**src/rtl/core/lrfc_pkg.sv**
```systemverilog
`timescale 1ns / 1ps
// ----------------------------------------------------------------------------
// lrfc_pkg
// Types, codes and helpers shared by the log record frame checker.
// ----------------------------------------------------------------------------
package lrfc_pkg;

  localparam int unsigned HEADER_BYTES    = 16;
  localparam int unsigned CHECK_BYTES     = 4;
  localparam int unsigned LRFC_QUEUE_DEPTH = 2;
  localparam logic [31:0] CRC_POLY        = 32'hEDB88320;

  localparam logic [31:0] MAGIC_RST       = 32'd0;
  localparam logic [15:0] VERSION_RST     = 16'd1;
  localparam logic [7:0]  PUT_RST         = 8'd1;
  localparam logic [7:0]  DELETE_RST      = 8'd2;
  localparam logic [31:0] MAX_KEY_RST     = 32'd1024;
  localparam logic [31:0] MAX_VALUE_RST   = 32'd65536;

  typedef enum logic [1:0] {
    KIND_DATA  = 2'd0,
    KIND_EOS   = 2'd1,
    KIND_ERROR = 2'd2,
    KIND_NONE  = 2'd3
  } in_kind_e;

  typedef enum logic [1:0] {
    RK_PAYLOAD = 2'd0,
    RK_ACCEPT  = 2'd1,
    RK_FINISH  = 2'd2
  } result_kind_e;

  typedef enum logic [3:0] {
    ISS_NONE       = 4'd0,
    ISS_INCOMPLETE = 4'd1,
    ISS_MAGIC      = 4'd2,
    ISS_VERSION    = 4'd3,
    ISS_OPERATION  = 4'd4,
    ISS_LENGTH     = 4'd5,
    ISS_DELETE     = 4'd6,
    ISS_CHECKSUM   = 4'd7,
    ISS_IO         = 4'd8
  } issue_e;

  typedef enum logic [2:0] {
    CFG_MAGIC     = 3'd0,
    CFG_VERSION   = 3'd1,
    CFG_PUT       = 3'd2,
    CFG_DELETE    = 3'd3,
    CFG_MAX_KEY   = 3'd4,
    CFG_MAX_VALUE = 3'd5
  } cfg_idx_e;

  typedef enum logic [1:0] {
    PH_HEADER  = 2'd0,
    PH_PAYLOAD = 2'd1,
    PH_CHECK   = 2'd2,
    PH_HALT    = 2'd3
  } phase_e;

  typedef enum logic [1:0] {
    OP_DATA  = 2'd0,
    OP_EOS   = 2'd1,
    OP_ERROR = 2'd2
  } op_e;

  typedef struct packed {
    logic [1:0] kind;
    logic [7:0] data_byte;
  } in_item_t;

  typedef struct packed {
    logic [1:0]  result_kind;
    logic [7:0]  payload_byte;
    logic        in_value_part;
    logic        is_delete;
    logic [3:0]  issue;
    logic [63:0] position;
    logic [63:0] records_done;
  } out_item_t;

  typedef struct packed {
    op_e        op;
    logic [7:0] data_byte;
  } cmd_t;

  typedef struct packed {
    logic [31:0] magic_word;
    logic [15:0] format_version;
    logic [7:0]  put_code;
    logic [7:0]  delete_code;
    logic [31:0] max_key_length;
    logic [31:0] max_value_length;
  } cfg_t;

  function automatic logic [31:0] crc32_byte(input logic [31:0] crc, input logic [7:0] b);
    logic [31:0] c;
    c = crc ^ {24'h0, b};
    for (int i = 0; i < 8; i++) begin
      c = c[0] ? ((c >> 1) ^ CRC_POLY) : (c >> 1);
    end
    return c;
  endfunction

endpackage

```
**src/rtl/core/lrfc_front.sv**
```systemverilog
`timescale 1ns / 1ps
// ----------------------------------------------------------------------------
// lrfc_front
// Accepts stream items, drops unused kinds and turns the rest into commands.
// ----------------------------------------------------------------------------
module lrfc_front (
  input  logic              in_valid_i,
  output logic              in_ready_o,
  input  lrfc_pkg::in_item_t in_item_i,
  output logic              cmd_valid_o,
  input  logic              cmd_ready_i,
  output lrfc_pkg::cmd_t    cmd_o
);
  import lrfc_pkg::*;

  in_kind_e kind;

  assign kind       = in_kind_e'(in_item_i.kind);
  assign in_ready_o = cmd_ready_i;

  always_comb begin
    cmd_o.data_byte = in_item_i.data_byte;
    cmd_valid_o     = in_valid_i;
    case (kind)
      KIND_DATA:  cmd_o.op = OP_DATA;
      KIND_EOS:   cmd_o.op = OP_EOS;
      KIND_ERROR: cmd_o.op = OP_ERROR;
      default: begin
        cmd_o.op    = OP_DATA;
        cmd_valid_o = 1'b0;
      end
    endcase
  end

endmodule

```
**src/rtl/core/lrfc_queue.sv**
```systemverilog
`timescale 1ns / 1ps
// ----------------------------------------------------------------------------
// lrfc_queue
// Short command queue between the front and back parts.
// ----------------------------------------------------------------------------
module lrfc_queue #(
  parameter int unsigned Depth = lrfc_pkg::LRFC_QUEUE_DEPTH
) (
  input  logic           clk_i,
  input  logic           rst_ni,
  input  logic           push_valid_i,
  output logic           push_ready_o,
  input  lrfc_pkg::cmd_t push_cmd_i,
  output logic           pop_valid_o,
  input  logic           pop_ready_i,
  output lrfc_pkg::cmd_t pop_cmd_o
);
  import lrfc_pkg::*;

  localparam int unsigned PtrW = (Depth > 1) ? $clog2(Depth) : 1;
  localparam int unsigned CntW = $clog2(Depth + 1);

  cmd_t            mem_q [Depth];
  logic [PtrW-1:0] wr_ptr_q, wr_ptr_d, rd_ptr_q, rd_ptr_d;
  logic [CntW-1:0] cnt_q, cnt_d;
  logic            push, pop;

  assign push_ready_o = (cnt_q != CntW'(Depth));
  assign pop_valid_o  = (cnt_q != '0);
  assign pop_cmd_o    = mem_q[rd_ptr_q];
  assign push         = push_valid_i && push_ready_o;
  assign pop          = pop_valid_o && pop_ready_i;

  always_comb begin
    wr_ptr_d = wr_ptr_q;
    rd_ptr_d = rd_ptr_q;
    cnt_d    = cnt_q;
    if (push) begin
      wr_ptr_d = (wr_ptr_q == PtrW'(Depth - 1)) ? '0 : wr_ptr_q + 1'b1;
    end
    if (pop) begin
      rd_ptr_d = (rd_ptr_q == PtrW'(Depth - 1)) ? '0 : rd_ptr_q + 1'b1;
    end
    if (push && !pop) begin
      cnt_d = cnt_q + 1'b1;
    end else if (pop && !push) begin
      cnt_d = cnt_q - 1'b1;
    end
  end

  always_ff @(posedge clk_i or negedge rst_ni) begin
    if (!rst_ni) begin
      wr_ptr_q <= '0;
      rd_ptr_q <= '0;
      cnt_q    <= '0;
    end else begin
      wr_ptr_q <= wr_ptr_d;
      rd_ptr_q <= rd_ptr_d;
      cnt_q    <= cnt_d;
    end
  end

  always_ff @(posedge clk_i) begin
    if (push) begin
      mem_q[wr_ptr_q] <= push_cmd_i;
    end
  end

endmodule

```
**src/rtl/core/lrfc_back.sv**
```systemverilog
`timescale 1ns / 1ps
// ----------------------------------------------------------------------------
// lrfc_back
// Record checker: header store, CRC, counters and the registered result.
// ----------------------------------------------------------------------------
module lrfc_back (
  input  logic                clk_i,
  input  logic                rst_ni,
  input  lrfc_pkg::cfg_t      cfg_i,
  input  logic                cmd_valid_i,
  output logic                cmd_ready_o,
  input  lrfc_pkg::cmd_t      cmd_i,
  output logic                out_valid_o,
  input  logic                out_ready_i,
  output lrfc_pkg::out_item_t out_item_o
);
  import lrfc_pkg::*;

  localparam logic [3:0]  HdrLast = 4'(HEADER_BYTES - 1);
  localparam logic [1:0]  ChkLast = 2'(CHECK_BYTES - 1);
  localparam logic [33:0] Frame   = 34'(HEADER_BYTES + CHECK_BYTES);

  phase_e      phase_q, phase_d;
  logic [7:0]  hdr_q [HEADER_BYTES];
  logic [32:0] cnt_q, cnt_d;
  logic [31:0] crc_q, crc_d, rcrc_q, rcrc_d;
  logic [63:0] recs_q, recs_d, vb_q, vb_d;
  logic [32:0] total_q;
  logic [33:0] reclen_q;
  logic        out_valid_q, out_valid_d;
  out_item_t   out_q, res;
  logic        emit;

  logic        fire;
  logic [7:0]  b;
  logic [31:0] crc_nx, key_len, val_in, rcrc_full;
  issue_e      hdr_iss;
  logic        is_del, hdr_done, pay_last, chk_done, crc_bad;

  assign cmd_ready_o = !out_valid_q || out_ready_i;
  assign fire        = cmd_valid_i && cmd_ready_o;
  assign b           = cmd_i.data_byte;
  assign crc_nx      = crc32_byte(crc_q, b);
  assign key_len     = {hdr_q[11], hdr_q[10], hdr_q[9], hdr_q[8]};
  assign val_in      = {b, hdr_q[14], hdr_q[13], hdr_q[12]};
  assign is_del      = (hdr_q[6] != cfg_i.put_code);
  assign hdr_done    = (cnt_q[3:0] == HdrLast);
  assign pay_last    = ((cnt_q + 33'd1) >= total_q);
  assign chk_done    = (cnt_q[1:0] == ChkLast);
  assign rcrc_full   = {b, rcrc_q[23:0]};
  assign crc_bad     = ((~crc_q) != rcrc_full);

  always_comb begin
    if ({hdr_q[3], hdr_q[2], hdr_q[1], hdr_q[0]} != cfg_i.magic_word) begin
      hdr_iss = ISS_MAGIC;
    end else if ({hdr_q[5], hdr_q[4]} != cfg_i.format_version) begin
      hdr_iss = ISS_VERSION;
    end else if (hdr_q[6] != cfg_i.put_code && hdr_q[6] != cfg_i.delete_code) begin
      hdr_iss = ISS_OPERATION;
    end else if (hdr_q[7] != 8'd0) begin
      hdr_iss = ISS_LENGTH;
    end else if (key_len == 32'd0 || key_len > cfg_i.max_key_length ||
                 val_in > cfg_i.max_value_length) begin
      hdr_iss = ISS_LENGTH;
    end else if (is_del && val_in != 32'd0) begin
      hdr_iss = ISS_DELETE;
    end else begin
      hdr_iss = ISS_NONE;
    end
  end

  // next phase
  always_comb begin
    phase_d = phase_q;
    if (fire && phase_q != PH_HALT) begin
      if (cmd_i.op != OP_DATA) begin
        phase_d = PH_HALT;
      end else begin
        case (phase_q)
          PH_HEADER: begin
            if (hdr_done) begin
              phase_d = (hdr_iss != ISS_NONE) ? PH_HALT : PH_PAYLOAD;
            end
          end
          PH_PAYLOAD: begin
            if (pay_last) begin
              phase_d = PH_CHECK;
            end
          end
          PH_CHECK: begin
            if (chk_done) begin
              phase_d = crc_bad ? PH_HALT : PH_HEADER;
            end
          end
          default: phase_d = phase_q;
        endcase
      end
    end
  end

  // datapath and result
  always_comb begin
    cnt_d  = cnt_q;
    crc_d  = crc_q;
    rcrc_d = rcrc_q;
    recs_d = recs_q;
    vb_d   = vb_q;
    emit   = 1'b0;
    res    = '0;
    res.position     = vb_q;
    res.records_done = recs_q;
    if (fire && phase_q != PH_HALT) begin
      case (cmd_i.op)
        OP_EOS: begin
          emit            = 1'b1;
          res.result_kind = RK_FINISH;
          res.issue       = (phase_q == PH_HEADER && cnt_q == '0) ? ISS_NONE
                                                                  : ISS_INCOMPLETE;
        end
        OP_ERROR: begin
          emit            = 1'b1;
          res.result_kind = RK_FINISH;
          res.issue       = ISS_IO;
        end
        OP_DATA: begin
          case (phase_q)
            PH_HEADER: begin
              crc_d = crc_nx;
              cnt_d = hdr_done ? '0 : cnt_q + 33'd1;
              if (hdr_done && hdr_iss != ISS_NONE) begin
                emit            = 1'b1;
                res.result_kind = RK_FINISH;
                res.issue       = hdr_iss;
              end
            end
            PH_PAYLOAD: begin
              crc_d             = crc_nx;
              cnt_d             = pay_last ? '0 : cnt_q + 33'd1;
              emit              = 1'b1;
              res.result_kind   = RK_PAYLOAD;
              res.payload_byte  = b;
              res.in_value_part = (cnt_q >= {1'b0, key_len});
              res.is_delete     = is_del;
            end
            PH_CHECK: begin
              rcrc_d = rcrc_q | ({24'h0, b} << {cnt_q[1:0], 3'b000});
              cnt_d  = cnt_q + 33'd1;
              if (chk_done) begin
                emit = 1'b1;
                if (crc_bad) begin
                  res.result_kind = RK_FINISH;
                  res.issue       = ISS_CHECKSUM;
                end else begin
                  recs_d           = recs_q + 64'd1;
                  vb_d             = vb_q + {30'h0, reclen_q};
                  cnt_d            = '0;
                  crc_d            = '1;
                  rcrc_d           = '0;
                  res.result_kind  = RK_ACCEPT;
                  res.is_delete    = is_del;
                  res.position     = vb_d;
                  res.records_done = recs_d;
                end
              end
            end
            default: emit = 1'b0;
          endcase
        end
        default: emit = 1'b0;
      endcase
    end
  end

  assign out_valid_d = emit ? 1'b1 : (out_ready_i ? 1'b0 : out_valid_q);

  always_ff @(posedge clk_i or negedge rst_ni) begin
    if (!rst_ni) begin
      phase_q     <= PH_HEADER;
      cnt_q       <= '0;
      crc_q       <= '1;
      rcrc_q      <= '0;
      recs_q      <= '0;
      vb_q        <= '0;
      out_valid_q <= 1'b0;
    end else begin
      phase_q     <= phase_d;
      cnt_q       <= cnt_d;
      crc_q       <= crc_d;
      rcrc_q      <= rcrc_d;
      recs_q      <= recs_d;
      vb_q        <= vb_d;
      out_valid_q <= out_valid_d;
    end
  end

  always_ff @(posedge clk_i) begin
    if (fire && phase_q == PH_HEADER && cmd_i.op == OP_DATA) begin
      hdr_q[cnt_q[3:0]] <= b;
      if (hdr_done) begin
        total_q  <= {1'b0, key_len} + {1'b0, val_in};
        reclen_q <= {2'b0, key_len} + {2'b0, val_in} + Frame;
      end
    end
    if (emit) begin
      out_q <= res;
    end
  end

  assign out_valid_o = out_valid_q;
  assign out_item_o  = out_q;

endmodule

```
**src/rtl/core/log_record_frame_checker_core.sv**
```systemverilog
`timescale 1ns / 1ps
// ----------------------------------------------------------------------------
// log_record_frame_checker_core
// Checks length-prefixed log records with a CRC-32 trailer, one byte per item.
// ----------------------------------------------------------------------------
// Throughput: one item per cycle while the output is not stalled (bytewise CRC).
// Path: an accepted item is written into the queue, then the back part pops it
//   and loads the output register; a stalled output can hold it in the queue.
// Reset: configuration returns to its defaults, the checker waits for a header
//   at offset zero with counters cleared; after a final result it halts.
module log_record_frame_checker_core #(
  parameter int unsigned QueueDepth = lrfc_pkg::LRFC_QUEUE_DEPTH
) (
  input  logic                clk_i,
  input  logic                rst_ni,
  input  logic                in_valid_i,
  output logic                in_ready_o,
  input  lrfc_pkg::in_item_t  in_item_i,
  output logic                out_valid_o,
  input  logic                out_ready_i,
  output lrfc_pkg::out_item_t out_item_o,
  input  logic                cfg_we_i,
  input  logic [2:0]          cfg_idx_i,
  input  logic [31:0]         cfg_data_i
);
  import lrfc_pkg::*;

  cfg_t cfg_q;
  logic f_valid, f_ready, b_valid, b_ready;
  cmd_t f_cmd, b_cmd;

  always_ff @(posedge clk_i or negedge rst_ni) begin
    if (!rst_ni) begin
      cfg_q.magic_word       <= MAGIC_RST;
      cfg_q.format_version   <= VERSION_RST;
      cfg_q.put_code         <= PUT_RST;
      cfg_q.delete_code      <= DELETE_RST;
      cfg_q.max_key_length   <= MAX_KEY_RST;
      cfg_q.max_value_length <= MAX_VALUE_RST;
    end else if (cfg_we_i) begin
      case (cfg_idx_e'(cfg_idx_i))
        CFG_MAGIC:     cfg_q.magic_word       <= cfg_data_i;
        CFG_VERSION:   cfg_q.format_version   <= cfg_data_i[15:0];
        CFG_PUT:       cfg_q.put_code         <= cfg_data_i[7:0];
        CFG_DELETE:    cfg_q.delete_code      <= cfg_data_i[7:0];
        CFG_MAX_KEY:   cfg_q.max_key_length   <= cfg_data_i;
        CFG_MAX_VALUE: cfg_q.max_value_length <= cfg_data_i;
        default:       cfg_q                  <= cfg_q;
      endcase
    end
  end

  lrfc_front u_front (
    .in_valid_i (in_valid_i),
    .in_ready_o (in_ready_o),
    .in_item_i  (in_item_i),
    .cmd_valid_o(f_valid),
    .cmd_ready_i(f_ready),
    .cmd_o      (f_cmd)
  );

  lrfc_queue #(
    .Depth(QueueDepth)
  ) u_queue (
    .clk_i       (clk_i),
    .rst_ni      (rst_ni),
    .push_valid_i(f_valid),
    .push_ready_o(f_ready),
    .push_cmd_i  (f_cmd),
    .pop_valid_o (b_valid),
    .pop_ready_i (b_ready),
    .pop_cmd_o   (b_cmd)
  );

  lrfc_back u_back (
    .clk_i      (clk_i),
    .rst_ni     (rst_ni),
    .cfg_i      (cfg_q),
    .cmd_valid_i(b_valid),
    .cmd_ready_o(b_ready),
    .cmd_i      (b_cmd),
    .out_valid_o(out_valid_o),
    .out_ready_i(out_ready_i),
    .out_item_o (out_item_o)
  );

  a_payload_no_issue: assert property (@(posedge clk_i) disable iff (!rst_ni)
    out_valid_o && out_item_o.result_kind == RK_PAYLOAD |-> out_item_o.issue == ISS_NONE)
    else $error("payload item carries an issue");

  a_accept_counts: assert property (@(posedge clk_i) disable iff (!rst_ni)
    out_valid_o && out_item_o.result_kind == RK_ACCEPT |->
      out_item_o.records_done != 64'd0 && out_item_o.issue == ISS_NONE)
    else $error("accepted record without count");

  a_kind_known: assert property (@(posedge clk_i) disable iff (!rst_ni)
    out_valid_o |-> out_item_o.result_kind != 2'd3)
    else $error("unknown result kind");

endmodule

```
**config.mk**
```make
export PLATFORM = sky130hd
export DESIGN_NAME = log_record_frame_checker_core
export DESIGN_NICKNAME = d
export VERILOG_FILES = /design/src/rtl/core/lrfc_pkg.sv /design/src/rtl/core/lrfc_front.sv /design/src/rtl/core/lrfc_queue.sv /design/src/rtl/core/lrfc_back.sv /design/src/rtl/core/log_record_frame_checker_core.sv
export SDC_FILE = /design/constraint.sdc
export NUM_CORES = 1
export LEC_CHECK = 0
export ABC_AREA = 1
export ABC_CLOCK_PERIOD_IN_PS = 8450
export BUFFER_PORTS_ARGS = -buffer_cell sky130_fd_sc_hd__buf_2
export CAP_MARGIN = 20
export CORE_MARGIN = 10
export CORE_UTILIZATION = 54
export DETAILED_ROUTE_END_ITERATION = 10
export PLACE_DENSITY = 0.8
export RECOVER_POWER = 100
export SYNTH_ARGS = -nofsm -noshare
export SYNTH_HDL_FRONTEND = slang
export SYNTH_HIERARCHICAL = 1
export SYNTH_SLANG_ARGS = --single-unit
```
**constraint.sdc**
```tcl
create_clock -name clk_i -period 8.45 [get_ports clk_i]
set_clock_uncertainty 0.05 [all_clocks]
set_input_delay 2.1125 -clock clk_i [delete_from_list [all_inputs] [get_ports clk_i]]
set_output_delay 2.1125 -clock clk_i [all_outputs]
set_load 0.02 [all_outputs]
```
After elaboration in Yosys (flattened, before gate mapping) --
Memories as Yosys holds them, arrays and structs flattened. Index checks and enable logic that the tools add are counted.
Operators by class: add/sub/neg operators 10, equality and inequality tests 25, multipliers 0, magnitude comparators 4, reductions and logical operators 50, bitwise gates (word level) 12, div/mod/pow operators 0, shifts and indexed selects 1, multiplexer cells 65
Operators by type and width (count):
- 2-to-1 mux 128 bit | 4
- 2-to-1 mux 32 bit | 12
- 2-to-1 mux 133 bit | 1
- 2-to-1 mux 33 bit | 4
- inverter 13 -> 14 bit | 8
- case mux 33 bit (3 select lines) | 1
- adder 32 x 32 -> 33 bit | 2
- adder 64 x 1 -> 64 bit (second input constant) | 1
- adder 64 x 34 -> 64 bit | 1
- > comparator 32 bit | 2
- inequality test 32 bit | 2
- case mux 32 bit (2 select lines) | 1
- adder 34 x 5 -> 34 bit (second input constant) | 1
- adder 33 x 1 -> 33 bit (second input constant) | 1
- >= comparator 33 x 32 -> 1 bit | 1
- >= comparator 33 bit | 1
- zero test 33 bit | 1
- zero test 32 bit | 1
- inverter 32 bit | 1
- OR 32 bit | 1
- nonzero test 32 bit | 1
- left shift 8 x 5 -> 32 bit | 1
- XOR 32 x 8 -> 32 bit | 1
- 2-to-1 mux 4 bit | 6
- 38 further kinds | 111
Word-level totals: latch bits 0, register bits 571, RAM bits 148, memory bits (read-only) 0, output and inout bits 146, memories 2, input port bits 50
Memories:
- u_back.hdr_q | words 16, bits a word 8, rd ports 15, clocked after Yosys merged registers in 0, wr ports 1, line lrfc_back.sv:24 | logic [7:0] hdr_q [HEADER_BYTES];
- u_queue.mem_q | words 2, bits a word 10, rd ports 1, clocked after Yosys merged registers in 0, wr ports 1, line lrfc_queue.sv:23 | cmd_t mem_q [Depth];

Depth between registers and ports, before layout --
An unclocked memory read counts as a cell.
word-level depth 19, mapped depth 27, gate-level depth less buffers 26

Hierarchy --
The synthesis kept the hierarchy.
Modules (own cells, without submodules):
- lrfc_back | cells each 3714, times used 1, area an instance 34041.4 um^2, seq. area each 15424.8 um^2
- log_record_frame_checker_core | cells each 564, times used 1, area an instance 5017.3 um^2, seq. area each 3209.3 um^2
- lrfc_queue | cells each 81, times used 1, area an instance 974.7 um^2, seq. area each 700.7 um^2
- lrfc_front | cells each 15, times used 1, area an instance 91.3 um^2, seq. area each 0.0 um^2

Least setup slack after synthesis --
Ideal clock, no wire load.
path type input to register, start point input port out_ready_i, end point register u_back.out_q, in the netlist u_back/out_item_o[0], enable pin, slack 2.356 ns, path buffers 0, library setup time 0.497 ns, data arrival time 5.547 ns, cell stages on the path 8, required time 7.903 ns, path through inv_1 -> nand2_1 -> nand2_1 -> nor2_1 -> inv_1 -> nor2_1 -> nand2_1 -> inv_1
On the way: word-level cells in the longest chain between the ends 4
Ends and longest elaborated chain:
- from (decl) | line log_record_frame_checker_core.sv:20 | input logic out_ready_i,
- logical OR 1 bit | line lrfc_back.sv:40 | assign cmd_ready_o = !out_valid_q || out_ready_i;
- net b_ready | line log_record_frame_checker_core.sv:29 | logic f_valid, f_ready, b_valid, b_ready;
- logical AND 1 bit | line lrfc_back.sv:41 | assign fire = cmd_valid_i && cmd_ready_o;
- logical AND 1 bit | line lrfc_back.sv:112 | if (fire && phase_q != PH_HALT) begin
- 2-to-1 mux 1 bit | line lrfc_back.sv:112
- net u_back.emit | line lrfc_back.sv:32 | logic emit;
- to (signal assigned) | line lrfc_back.sv:205 | out_q <= res;
- to (decl) | line lrfc_back.sv:31 | out_item_t out_q, res;
The timed path passes the listed nets, and every way through them passes these cells. A chain may end at the register's enable or synchronous reset.

==> impl_results.md <==
* Area growth from synthesis to layout at 10.6%
* Worst Hold Class: register to register
* Synth top area cells: edfxtp_1, dfrtp_1, nand2_1
* Clk buf depth at 3
* Die height at 293 um
* Initial DRT Pass Iterations at 8
* Post-synth EDFFs at 349
* Reg2reg end: u_back/out_item_o[7]
* Chip width at 293 um
* Via count at 31822
* FILL cells at 6159
* R2R depth at 15
* Clock latency on the worst-skew pair at 660 ps
* Final Hold Fails at 0
* Vias in the first global route at 31315
* Hold-fix buffers, CTS at 0
* CTS tree: yes
* H-tree levels at 3
* CTS resizes at 0
* Minimum clock period at 7050 ps
* Post-route DRC at 0
* Max-slew headroom at -1.75
* Outcome: finished with violations
* Register area share after synthesis at 0.482
* Crit Path Max Fanout at 48
* Global-route wire length before repair at 175000 um
* Yosys reg bits at 701
* Reg2reg setup slack at 1400 ps
* Total gr overflow at 0
* Worst Setup SP: u_queue/rd_ptr_q
* DRT Wirelength at 113000 um
* Share of flip-flops with an asynchronous set or reset at 0.502
* Synth Flop Type: edfxtp_1
* Remaining antenna violation count after routing at 0
* Total track usage at 0.258
* Kind of critical path: register to register
* Antenna violations before repair at 0
* Root buf cell: clkbuf_16
* Busiest grt layer: met2
* Starting DRT DRC Count at 3158
* Syn nets at 4700
* Setup crit end: u_back/out_item_o[7]
* Layout cells sized above 1 at 0.0623
* Postcts setup bufs at 0
* Worst r2r src: u_queue/rd_ptr_q
* Largest net degree at the start of global routing at 167
* Starting Density at 0.547
* Cell Rows at 99
* Mapped Area at 40100 sq um
* Hpwl dp at 82600 um
* Yosys cell types at 63
* M1 GR Usage at 0.339
* Max Transition Viols Final at 466
* Ys Warns at 6
* Slew @ Worst Pin at 4120 ps
* Share of the synthesized area in the top cell type at 0.261
* Syn Area/Cell at 9.17 sq um
* Synth Instances at 4374
* CP Launch Type: register
* Die Area at 85600 sq um
* Max Freq at 142 MHz
* Yosys top cell by area: edfxtp_1
* Routability Congestion at 0.981
* GR Layer Usage met2 at 0.427
* # setup viols final at 0
* Failing checks: max-capacitance violations, max-slew violations
* CP Capture Type: register
* Period utilization at 0.834
* WL/cell at 20.1 um
* Final Cell Area at 44400 sq um
* Top Ports at 196
* Setup TNS at 0 ps
* VDD IR max at 0.000247 V
* Worst-path clk slew at 60 ps
* GRT met3 Usage at 0.0433
* Pwr Total at 12.9 mW
* Hold WS at 415 ps
* I/O Buffers at 195
* Total CTS buffers at 76
* Layout Nets at 4919
* Arrival @ worst endpoint at 7380 ps
* P per Cell Area at 291 nW/um^2
* RSZ-0062 raised after global routing: false
* Crit path required time at 8780 ps
* LEAKAGE at 20.4 nW
* Placed inst area at 42100 sq um
* Core Area at 73300 sq um
* Inserted Diodes at 0
* Sink Count at 701
* Vias per cell at 5.67
* Maxcap violations at 11
final cells by class:
class	count	area, sq um	area share
Sequential cell	701	19300	0.436
Inverter	588	2210	0.0499
Clock inverter	44	589	0.0133
Clock buffer	98	2110	0.0475
Multi-Input combinational cell	3006	18000	0.405
Timing Repair Buffer	220	937	0.0211
Tap cell	959	1200	0.0270
power breakdown:
group	switching (mW)	internal, mW	total [mW]
registers	0.478	4.49	4.97
logic	3.02	1.35	4.37
clock network	1.46	2.10	3.56
total	4.96	7.94	12.9
per-stage QoR:
stage                     cells   util  worst slack (ps)
after floorplan            4374      -              2360
after global placement     5471  0.574              2820
after detailed placement   5472  0.574              2690
after CTS                  5614  0.611              3100
after global routing       5616  0.605              1300
final                      5616  0.605              1400
sequential cells by signal, summed over array words and instances (netlist names), 24 cells and up:
signal,count
u_back/out_item_o,144
cfg_q,128
u_back/hdr_q,120
u_back/recs_q,64
u_back/vb_q,64
u_back/cnt_q,33
u_back/total_q,33
u_back/crc_q,32
u_back/reclen_q,32
u_back/rcrc_q,24
cells by family (layout without fill, tap and decap cells):
| group | after synthesis | count (layout) | share of synthesized area |
|---|---|---|---|
| AND/OR/NAND/NOR | 1825 | 1825 | 0.201 |
| flip-flops | 701 | 701 | 0.482 |
| buffers and inverters | 667 | 950 | 0.0658 |
| AO/OA/AOI/OAI | 505 | 505 | 0.0709 |
| XOR/XNOR | 396 | 396 | 0.0877 |
| adder cells (fa/ha/maj) | 276 | 276 | 0.0919 |
| multiplexers | 4 | 4 | 0.000998 |
how the worst min path moves through the flow:
| stage | cells past startpoint | slack, ps | to | from |
|---|---|---|---|---|
| 4_1_cts | 2 | 420 | cfg_q[42] | cfg_q[42] |
| 2_1_floorplan | 2 | 390 | cfg_q[111] | cfg_q[111] |
| 3_3_place_gp | 2 | 400 | cfg_q[54] | cfg_q[54] |
| 3_5_place_dp | 2 | 410 | cfg_q[42] | cfg_q[42] |
| 5_1_grt | 2 | 440 | cfg_q[55] | cfg_q[55] |
| 6_report | 2 | 420 | cfg_q[42] | cfg_q[42] |
layout by cell type (no fill, tap or decap), drive strengths merged, types with 6 or more instances in the layout:
master	Yosys	final
bufinv	0	10
a21o	12	12
nor3	100	100
nor2	378	378
or2	32	32
o22ai	14	14
dfstp	37	37
nor4	57	57
inv	586	590
a21boi	11	11
xor2	257	257
clkinv	2	26
o211ai	10	10
nand3	206	206
ha	245	245
fa	31	31
clkbuf	13	267
a21oi	211	211
edfxtp	349	349
buf	66	51
nand4	90	90
xnor2	139	139
o21a	20	20
dfrtp	315	315
clkinvlp	0	6
nand2	951	951
nor3b	6	6
a31oi	33	33
o21bai	18	18
o21ai	153	153
critical path, cell delays in order, from the launching register on:
cell	delay, ps
dfrtp_1	510
inv_1	300
nand2_1	80
nand2_1	70
clkbuf_1	1650
xnor2_1	450
nor3_1	460
nand4_1	150
nor2_1	210
nand4_1	120
buf_4	310
inv_1	1280
buf_4	560
nand2_1	190
nor2_1	240
xor2_1	100
cell usage after synthesis, types with 30 or more instances:
master / instances
xor2_1: 256
fa_1: 31
buf_2: 47
ha_1: 245
nand2_1: 944
nand3_1: 201
dfstp_2: 37
nor4_1: 51
a31oi_1: 33
or2_2: 30
o21ai_0: 146
nand4_1: 88
dfrtp_1: 315
edfxtp_1: 349
xnor2_1: 135
nor3_1: 84
nor2_1: 353
inv_1: 573
a21oi_1: 209
per-layer routing:
layer / part of all wire / routed length [um]
met3: 0.084 / 9500
met1: 0.41 / 46500
met2: 0.47 / 52900
met4: 0.038 / 4280
met5: 0 / 0
No activity file was read; power rests on OpenSTA's default activity.
